<file path="config.mk">
export PLATFORM = sky130hd
export DESIGN_NAME = crlf_framed_pose_record_parser_core
export DESIGN_NICKNAME = d
export VERILOG_FILES = /design/src/design/crlfp_pkg.sv /design/src/design/crlf_framed_pose_record_parser_core.sv /design/src/design/crlfp_cell.sv /design/src/design/crlfp_ctrl.sv
export SDC_FILE = /design/constraint.sdc
export NUM_CORES = 1
export LEC_CHECK = 0
export ABC_AREA = 1
export ABC_CLOCK_PERIOD_IN_PS = 13320
export BUFFER_PORTS_ARGS = -buffer_cell sky130_fd_sc_hd__buf_2
export CAP_MARGIN = 15
export CORE_ASPECT_RATIO = 0.8
export CORE_UTILIZATION = 25
export DETAILED_ROUTE_END_ITERATION = 10
export PLACE_DENSITY_LB_ADDON = 0.05
export REMOVE_ABC_BUFFERS = 1
export SLEW_MARGIN = 20
export SYNTH_ARGS = -nofsm -noshare
export SYNTH_HDL_FRONTEND = slang
export SYNTH_SLANG_ARGS = --single-unit
</file>
<file path="constraint.sdc">
create_clock -name i_clk -period 13.32 [get_ports i_clk]
set_clock_uncertainty 0.05 [all_clocks]
set_input_delay 2.664 -clock i_clk [delete_from_list [all_inputs] [get_ports i_clk]]
set_output_delay 2.664 -clock i_clk [all_outputs]
set_load 0.01 [all_outputs]
</file>
<file path="src/design/crlfp_pkg.sv">
`timescale 1ns / 1ps
// ----------------------------------------------------------------------------
// crlfp_pkg
// shared constants and types of the crlf framed pose record parser
// ----------------------------------------------------------------------------
package crlfp_pkg;

    localparam int unsigned PAYLOAD_BYTES = 24;
    localparam int unsigned IDX_W         = $clog2(PAYLOAD_BYTES);
    localparam int unsigned WORD_BYTES    = 4;
    localparam int unsigned NUM_WORDS     = PAYLOAD_BYTES / WORD_BYTES;
    localparam int unsigned WORD_W        = 8 * WORD_BYTES;

    localparam logic [7:0] BYTE_CR = 8'h0D;
    localparam logic [7:0] BYTE_LF = 8'h0A;

    localparam int unsigned OUT_DATA_W = 8 + NUM_WORDS * WORD_W;
    localparam int unsigned OUT_USER_W = 2;

    typedef struct packed {
        logic store_en;
        logic echo_valid;
        logic frame_done;
    } t_ctrl;

endpackage

</file>
<file path="src/design/crlf_framed_pose_record_parser_core.sv">
`timescale 1ns / 1ps
// ----------------------------------------------------------------------------
// crlf_framed_pose_record_parser_core
// byte stream parser for cr-lf framed pose records with byte echo
// ----------------------------------------------------------------------------
// Input channel (s_axis): one received serial byte per item, tdata = rx_byte,
// tuser = overrun flag. An overrun item is not echoed and restarts the header
// hunt. Output channel (m_axis): exactly one item per input item, in order.
// tdata carries the echoed byte and the six payload words, tuser carries
// echo_valid and frame_done. A frame completes on the trailer CR byte; that
// item carries the 24 payload bytes as little-endian 32-bit words.
// The payload lives in a row of 24 byte cells that shift one place per
// payload byte, so cell k holds payload byte k after the 24th byte.
// The result is registered in the output register, or in the skid register
// while the output stalls. Throughput: one item per cycle while the skid
// register is empty, set by the framing state machine and shift row.
// Stall: a one-item skid register sits behind the output register; when
// both are full, o_s_axis_tready drops until the receiver takes an item.
// Reset (i_rst_n low, synchronous) returns the parser to header hunt and
// empties the output stage; payload cells are not cleared.
// ----------------------------------------------------------------------------
module crlf_framed_pose_record_parser_core (
    input  logic                                i_clk,
    input  logic                                i_rst_n,
    input  logic                                i_s_axis_tvalid,
    output logic                                o_s_axis_tready,
    input  logic [7:0]                          i_s_axis_tdata,  // rx_byte
    input  logic [0:0]                          i_s_axis_tuser,  // overrun
    output logic                                o_m_axis_tvalid,
    input  logic                                i_m_axis_tready,
    // echo_byte, heading_word, roll_word, pitch_word, pos_x_word,
    // pos_y_word, yaw_rate_word
    output logic [crlfp_pkg::OUT_DATA_W-1:0]    o_m_axis_tdata,
    // echo_valid, frame_done
    output logic [crlfp_pkg::OUT_USER_W-1:0]    o_m_axis_tuser
);

    localparam int unsigned NB = crlfp_pkg::PAYLOAD_BYTES;

    logic                               in_acc;
    logic                               out_take;
    crlfp_pkg::t_ctrl                   ctrl;
    logic [7:0]                         cell_byte [NB+1];
    logic [crlfp_pkg::OUT_DATA_W-1:0]   res_data;
    logic [crlfp_pkg::OUT_USER_W-1:0]   res_user;

    logic                               r_out_valid;
    logic [crlfp_pkg::OUT_DATA_W-1:0]   r_out_data;
    logic [crlfp_pkg::OUT_USER_W-1:0]   r_out_user;
    logic                               r_skid_valid;
    logic [crlfp_pkg::OUT_DATA_W-1:0]   r_skid_data;
    logic [crlfp_pkg::OUT_USER_W-1:0]   r_skid_user;

    assign o_s_axis_tready = !r_skid_valid;
    assign in_acc          = i_s_axis_tvalid && !r_skid_valid;
    assign out_take        = r_out_valid && i_m_axis_tready;

    crlfp_ctrl u_ctrl (
        .i_clk     (i_clk),
        .i_rst_n   (i_rst_n),
        .i_accept  (in_acc),
        .i_byte    (i_s_axis_tdata),
        .i_overrun (i_s_axis_tuser[0]),
        .o_ctrl    (ctrl)
    );

    // new byte enters at the top of the row and moves down
    assign cell_byte[NB] = i_s_axis_tdata;

    genvar g;
    generate
        for (g = 0; g < NB; g++) begin : g_cell
            crlfp_cell u_cell (
                .i_clk  (i_clk),
                .i_shift(ctrl.store_en),
                .i_byte (cell_byte[g+1]),
                .o_byte (cell_byte[g])
            );
        end
    endgenerate

    always_comb begin
        res_data = '0;
        if (ctrl.echo_valid) begin
            res_data[7:0] = i_s_axis_tdata;
        end
        if (ctrl.frame_done) begin
            for (int w = 0; w < crlfp_pkg::NUM_WORDS; w++) begin
                for (int b = 0; b < crlfp_pkg::WORD_BYTES; b++) begin
                    res_data[8 + w*crlfp_pkg::WORD_W + 8*b +: 8] =
                        cell_byte[w*crlfp_pkg::WORD_BYTES + b];
                end
            end
        end
        res_user = {ctrl.frame_done, ctrl.echo_valid};
    end

    always_ff @(posedge i_clk) begin
        if (!i_rst_n) begin
            r_out_valid  <= 1'b0;
            r_skid_valid <= 1'b0;
        end else begin
            if (!r_out_valid || out_take) begin
                if (r_skid_valid) begin
                    r_out_valid  <= 1'b1;
                    r_skid_valid <= 1'b0;
                end else begin
                    r_out_valid <= in_acc;
                end
            end else if (in_acc) begin
                r_skid_valid <= 1'b1;
            end
        end
    end

    always_ff @(posedge i_clk) begin
        if (!r_out_valid || out_take) begin
            if (r_skid_valid) begin
                r_out_data <= r_skid_data;
                r_out_user <= r_skid_user;
            end else if (in_acc) begin
                r_out_data <= res_data;
                r_out_user <= res_user;
            end
        end else if (in_acc) begin
            r_skid_data <= res_data;
            r_skid_user <= res_user;
        end
    end

    assign o_m_axis_tvalid = r_out_valid;
    assign o_m_axis_tdata  = r_out_data;
    assign o_m_axis_tuser  = r_out_user;

`ifndef NO_ASSERTIONS
    a_skid_behind_out: assert property (@(posedge i_clk) disable iff (!i_rst_n)
        r_skid_valid |-> r_out_valid)
        else $error("skid holds an item while output register is empty");

    a_done_is_echo_cr: assert property (@(posedge i_clk) disable iff (!i_rst_n)
        (r_out_valid && r_out_user[1]) |->
            (r_out_user[0] && (r_out_data[7:0] == crlfp_pkg::BYTE_CR)))
        else $error("frame done on an item that is not an echoed CR");

    a_no_words_without_frame: assert property (@(posedge i_clk) disable iff (!i_rst_n)
        (r_out_valid && !r_out_user[1]) |->
            (r_out_data[crlfp_pkg::OUT_DATA_W-1:8] == '0))
        else $error("payload words present without frame done");

    a_skid_only_on_stall: assert property (@(posedge i_clk) disable iff (!i_rst_n)
        $rose(r_skid_valid) |-> $past(r_out_valid && !i_m_axis_tready))
        else $error("skid loaded while output register could take the item");
`endif

endmodule

</file>
<file path="src/design/crlfp_cell.sv">
`timescale 1ns / 1ps
// ----------------------------------------------------------------------------
// crlfp_cell
// one payload byte cell; takes its neighbor's byte on every shift
// ----------------------------------------------------------------------------
module crlfp_cell (
    input  logic       i_clk,
    input  logic       i_shift,
    input  logic [7:0] i_byte,
    output logic [7:0] o_byte
);

    logic [7:0] r_byte;

    always_ff @(posedge i_clk) begin
        if (i_shift) begin
            r_byte <= i_byte;
        end
    end

    assign o_byte = r_byte;

endmodule

</file>
<file path="src/design/crlfp_ctrl.sv">
`timescale 1ns / 1ps
// ----------------------------------------------------------------------------
// crlfp_ctrl
// framing state machine: header hunt, payload count, trailer check
// ----------------------------------------------------------------------------
module crlfp_ctrl (
    input  logic                i_clk,
    input  logic                i_rst_n,
    input  logic                i_accept,
    input  logic [7:0]          i_byte,
    input  logic                i_overrun,
    output crlfp_pkg::t_ctrl    o_ctrl
);

    typedef enum logic [2:0] {
        PH_HUNT    = 3'd0,
        PH_LF      = 3'd1,
        PH_PAYLOAD = 3'd2,
        PH_TRL_LF  = 3'd3,
        PH_TRL_CR  = 3'd4
    } t_phase;

    localparam logic [crlfp_pkg::IDX_W-1:0] IDX_LAST =
        crlfp_pkg::IDX_W'(crlfp_pkg::PAYLOAD_BYTES - 1);

    t_phase                       r_phase;
    t_phase                       n_phase;
    logic [crlfp_pkg::IDX_W-1:0]  r_idx;
    logic [crlfp_pkg::IDX_W-1:0]  n_idx;

    always_comb begin
        n_phase = r_phase;
        n_idx   = r_idx;
        if (i_overrun) begin
            n_phase = PH_HUNT;
            n_idx   = '0;
        end else begin
            unique case (r_phase)
                PH_HUNT: begin
                    n_phase = (i_byte == crlfp_pkg::BYTE_CR) ? PH_LF : PH_HUNT;
                end
                PH_LF: begin
                    if (i_byte == crlfp_pkg::BYTE_LF) begin
                        n_idx   = '0;
                        n_phase = PH_PAYLOAD;
                    end else if (i_byte != crlfp_pkg::BYTE_CR) begin
                        n_phase = PH_HUNT;
                    end
                end
                PH_PAYLOAD: begin
                    if (r_idx == IDX_LAST) begin
                        n_idx   = '0;
                        n_phase = PH_TRL_LF;
                    end else begin
                        n_idx = r_idx + 1'b1;
                    end
                end
                PH_TRL_LF: begin
                    n_phase = (i_byte == crlfp_pkg::BYTE_LF) ? PH_TRL_CR : PH_HUNT;
                end
                PH_TRL_CR: begin
                    n_phase = PH_HUNT;
                end
                default: begin
                    n_phase = PH_HUNT;
                end
            endcase
        end
    end

    always_ff @(posedge i_clk) begin
        if (!i_rst_n) begin
            r_phase <= PH_HUNT;
            r_idx   <= '0;
        end else if (i_accept) begin
            r_phase <= n_phase;
            r_idx   <= n_idx;
        end
    end

    always_comb begin
        o_ctrl.echo_valid = !i_overrun;
        o_ctrl.store_en   = i_accept && !i_overrun && (r_phase == PH_PAYLOAD);
        o_ctrl.frame_done = !i_overrun && (r_phase == PH_TRL_CR)
                            && (i_byte == crlfp_pkg::BYTE_CR);
    end

endmodule

</file>
==> Word-level counts from Yosys, hierarchy flattened <==
Cells that the tools add are included.
{ "word_totals": {"ff_bits": 606, "elab_cells": 82} }
{ "op_classes": {"addsub": 1, "eq_ne": 11, "muxes": 18, "n_bitwise": 2, "n_reduce_logical": 18} }
{ "ops": {"columns": ["operator", "n"], "rows": [
  ["two-way mux 200 bit", 2],
  ["two-way mux 192 bit", 1],
  ["== test 8 x 4 -> 1 bit, second input constant", 2],
  ["two-way mux 3 bit", 5],
  ["two-way mux 5 bit", 3],
  ["case mux 3 bit (4 select lines)", 1],
  ["case mux 5 bit (2 select lines)", 1],
  ["two-way mux 8 bit", 1],
  ["!= test 8 x 4 -> 1 bit, second input constant", 1],
  ["== test 3 x 2 -> 1 bit, second input constant", 2],
  ["logical AND 1 bit", 6],
  ["!= test 3 x 2 -> 1 bit, second input constant", 2],
  ["AND reduction 3 bit", 2],
  ["adder 5 x 1 -> 5 bit, second input constant", 1],
  ["== test 5 bit, second input constant", 1],
  ["two-way mux 2 bit", 2],
  ["!= test 4 x 2 -> 1 bit, second input constant", 1],
  ["AND reduction 2 bit", 2],
  ["== test 3 x 1 -> 1 bit, second input constant", 1],
  ["== test 3 bit, second input constant", 1],
  ["logical NOT 1 bit", 3],
  ["logical NOT 3 bit", 1],
  ["nonzero test 3 bit", 1],
  ["two-way mux 1 bit", 2],
  ["4 further kinds", 5]
]} }

==> Depth between registers and ports, before layout <==
{ "logic_depth": {"depth_word": 6, "mapped_depth": 11} }

==> Hierarchy <==
From an unflattened synthesis, not the netlist that was laid out.
{ "unflattened": {"cells_unflattened": 1587, "hier_area_um2": 22262.6} }
{ "modules_own_cells": {"columns": ["mod", "n_inst", "cells_per_inst", "area_per_inst_um2", "seq_area_each_um2"], "rows": [
  ["crlf_framed_pose_record_parser_core", 1, 1291, 15850.2, 12171.7],
  ["crlfp_cell", 24, 8, 240.2, 240.2],
  ["crlfp_ctrl", 1, 104, 646.9, 160.2]
]} }

==> Worst setup path before layout <==
OpenSTA, ideal clock, no wires.
{ "synth_timing": {"kind": "input-to-reg", "from": "in i_m_axis_tready", "to": "reg r_skid_data[0] in the netlist's numbering (enable)", "setup_ns": 0.768, "t_arrival_ns": 11.251, "required_time_ns": 12.502, "path_slack_ns": 1.251, "stages": 3, "n_path_buf": 0, "path_cell_list": "nor2_1 > inv_1 > nor2_1"} }
{ "synth_between": {"elab_chain_cells": 4} }
{ "synth_rtl": {"columns": ["element", "line", "source"], "rows": [
  ["start, declared", "crlf_framed_pose_record_parser_core.sv:30", "input logic i_m_axis_tready,"],
  ["logical AND 1 bit", "crlf_framed_pose_record_parser_core.sv:56", "assign out_take = r_out_valid && i_m_axis_tready;"],
  ["logical OR 1 bit", "crlf_framed_pose_record_parser_core.sv:117", "if (!r_out_valid || out_take) begin"],
  ["NOT 1 bit (no source line)", null, null],
  ["AND reduction 2 bit (no source line)", null, null],
  ["end signal, assigned", "crlf_framed_pose_record_parser_core.sv:126", "r_skid_data <= res_data;"],
  ["end, declared", "crlf_framed_pose_record_parser_core.sv:51", "logic [crlfp_pkg::OUT_DATA_W-1:0] r_skid_data;"]
]} }
No other way between the ends.
A chain may end at the register's enable or synchronous reset.

==> Worst setup path in the final report <==
{ "layout_timing": {"from": "in i_s_axis_tdata[4]", "to": "reg r_out_data (netlist bit o_m_axis_tdata[31]) (data pin)"} }
{ "layout_between": {"elab_chain_cells": 5} }
{ "layout_rtl": {"columns": ["element", "line", "source"], "rows": [
  ["start, declared", "crlf_framed_pose_record_parser_core.sv:27", "input logic [7:0] i_s_axis_tdata,"],
  ["== test 8 x 4 -> 1 bit", "crlfp_ctrl.sv:85", "&& (i_byte == crlfp_pkg::BYTE_CR);"],
  ["logical AND 1 bit", "crlfp_ctrl.sv:85", null],
  ["two-way mux 192 bit", "crlf_framed_pose_record_parser_core.sv:87", "if (ctrl.frame_done) begin"],
  ["net res_data (one bit)", "crlf_framed_pose_record_parser_core.sv:44", "logic [crlfp_pkg::OUT_DATA_W-1:0] res_data;"],
  ["two-way mux 200 bit", "crlf_framed_pose_record_parser_core.sv:121", "end else if (in_acc) begin"],
  ["two-way mux 200 bit", "crlf_framed_pose_record_parser_core.sv:118", "if (r_skid_valid) begin"],
  ["end signal, assigned", "crlf_framed_pose_record_parser_core.sv:119", "r_out_data <= r_skid_data;"],
  ["end signal, assigned", "crlf_framed_pose_record_parser_core.sv:122", "r_out_data <= res_data;"],
  ["end, declared", "crlf_framed_pose_record_parser_core.sv:48", "logic [crlfp_pkg::OUT_DATA_W-1:0] r_out_data;"]
]} }
The timed path passes the listed nets, and every way through them passes these cells. The select of a mux whose other input is x is not followed.

==> run metrics <==
status=completed; final worst path period share=40.7%; R2R depth=8; Fillers=9761; Total Routing Usage GR=11.2%; pre-CTS setup slack=7.10 ns; synth-to-layout area growth=18.8%; Post-Syn Instances=1787; DRT Wirelength=54300 um; Critical Path End Type=register; crit path DAT=5.74 ns; Clock Tree Buf Depth=3; Netlist Area Pre-Place=24000 um^2; drt first pass iters=4; HPWL Detailed=28400 um; H-tree depth=3; vias per cell=3.83; fmax=0.184 GHz; CTS hold repair buffers=0; Routed Antenna Nets=0; GRT overflow=0; largest net degree at the start of global routing=154; asr flop ratio synth=0%; Primary FF master, synth=edfxtp_1; crit-path max FO=74; CP max stage cell=buf_4; DP Area=26400 um^2; most common cell in the netlist=nand2_1; Die X=349 um; Initial DRC Count=600; Worst Slack Setup Final=7.89 ns; hold depth=0; postcts setup bufs=0; Yosys cell types=22; Layout Nets=2039; Num CTS Buffers=72; Sink Count=606; Rows=101; clk_lat worst skew=0.61 ns; Hold Crit Class=register to register; Synth area leader=edfxtp_1; worst setup path startpoint=i_s_axis_tdata[4]; CP startpoint kind=input pin; Hold Startpoint=g_cell[10].u_cell.o_byte[4]; hold path endpoint=g_cell[9].u_cell.o_byte[4]; reg-to-reg startpoint=u_ctrl.r_phase[2]; RSZ-0062 raised after global routing=false; YS warnings=0; Slew HR=35.0%; routed len/inst=16.1 um; pwr dens=145 nW/um^2; clk root buf=clkbuf_16; top-area cell type share of the netlist area=74.5%; DRC viols=0; clock transition at the registers of the reported paths=0.06 ns; CTS resizes=0; setup slack, reg-to-reg=9.81 ns; Final setup violation count=0; crit-path most repeated cell=nand2_1; final hold slack=0.390 ns; Slew @ Worst Pin=0.975 ns; max_cap viols=0; leakage=11.0 nW; Critical R2R Capture=o_m_axis_tdata[31]; antenna diode count=0; core area=95000 um^2; Slew Viols, Final=0; WP data required=13.63 ns; number of global-route vias before repair=13600; placer congestion estimate=0.714; peak supply drop=0.0696 mV; DR vias=12900; register area share after synthesis=75.3%; Final Util=30.0%; EDFF count, synth=596; fin crit period=5.43 ns; Final Hold Viols=0; slowest cell delay on critical path=0.89 ns; M1 GR Usage=15.2%; io pins=217; Synth area leaders=edfxtp_1, nand2_1, nor2_4; layout cell share with drive strength beyond 1=23.4%; total die area=97400 um^2; grt peak-use layer=met2; Crit Path Category=input pin to register; most frequent cells after synthesis=nand2_1, edfxtp_1, inv_1; Chip Height=279 um; GR Layer Usage met3=3.29%; mean post-synth cell area=13.4 um^2; IO Port Bufs=216; TritonCTS clock tree=built; global-route wire length before repair=83100 um; antenna violations before repair=2; FF+latch count, synth=606; design area=28600 um^2; Initial Util=25.3%; worst path cell trace=buf_2 > inv_1 > nand2_1 > nor2_2 > nand2_1 > inv_2 > nand2_8 > buf_12 > buf_4 > nor2_1 > nand2_1 > nand2_1; M2 GR Usage=17.0%
[worst max-delay path: cells and delay by family]
family	cells	cell delay, ns
and+or+nand+nor	7	1.09
buffers and inverters	5	1.89
[registers in the layout (all words and copies together), names as in the netlist]
name                  flops
u_ctrl.r_phase            3
u_ctrl.r_idx              5
o_m_axis_tdata          200
g_cell.u_cell.o_byte    192
r_skid_valid              1
r_skid_data             200
o_m_axis_tuser            2
r_skid_user               2
o_m_axis_tvalid           1
[cells by family (layout without fill, tap and decap cells)]
logic type,count (synthesis),after routing,share of synthesized area [%]
buf+inv,285,575,5.52
fa+ha+maj,1,1,0.0521
simple gates,887,887,18.9
compound gates,8,8,0.167
flops,606,606,75.3
[placed cells by master, fill, tap and decap left out]
cell,count
bufinv_16,1
buf_2,216
clkbuf_1,20
nand2_1,643
o21ai_0,2
dfxtp_1,9
nor3_1,1
ha_1,1
inv_8,1
a21oi_1,6
clkinv_1,18
nor2_2,1
inv_2,2
buf_4,10
nand4_1,3
inv_6,3
nand3_1,12
clkbuf_16,75
nor4_2,1
clkinv_2,9
dfxtp_4,1
nor2_1,64
buf_12,5
edfxtp_1,596
nor2_4,161
inv_1,215
nand2_8,1
[layout make-up]
cell class | instances | area, um^2 | share of cell area, %
Clock buffer | 95 | 1950 | 6.84
Clock inverter | 31 | 169 | 0.592
Inverter | 218 | 826 | 2.89
Multi-Input combinational cell | 896 | 4640 | 16.3
Sequential cell | 606 | 18100 | 63.4
Tap cell | 1287 | 1610 | 5.64
Timing Repair Buffer | 231 | 1260 | 4.40
[layer usage]
layer | part of all wire, % | vias up
li1 | - | 6286
met1 | 48 | 6263
met2 | 44 | 240
met3 | 5.8 | 99
met4 | 2.6 | 2
met5 | 0.015 | -
[worst max-delay path by stage]
stage,cells after the start,end
2_1_floorplan,3,r_skid_data[0]
3_3_place_gp,12,o_m_axis_tdata[39]
3_5_place_dp,12,o_m_axis_tdata[31]
4_1_cts,12,o_m_axis_tdata[31]
5_1_grt,12,o_m_axis_tdata[20]
6_report,12,o_m_axis_tdata[31]
[metrics by stage]
stage | power [mW] | instances | setup TNS (ns)
after floorplan | 2.30 | 1720 | -186.39
after global routing | 4.32 | 3364 | 0
after detailed placement | 2.37 | 3238 | 0
after CTS | 4.25 | 3364 | 0
after global placement | 2.37 | 3238 | 0
final | 4.15 | 3364 | 0
[where the power goes]
part	total [mW]	internal [mW]	leakage, nW	switching [mW]
clock	1.83	1.05	1.04	0.783
combinational	0.141	0.0376	4.50	0.103
sequential	2.18	2.15	5.47	0.0252
No activity file was read; power rests on OpenSTA's default activity.
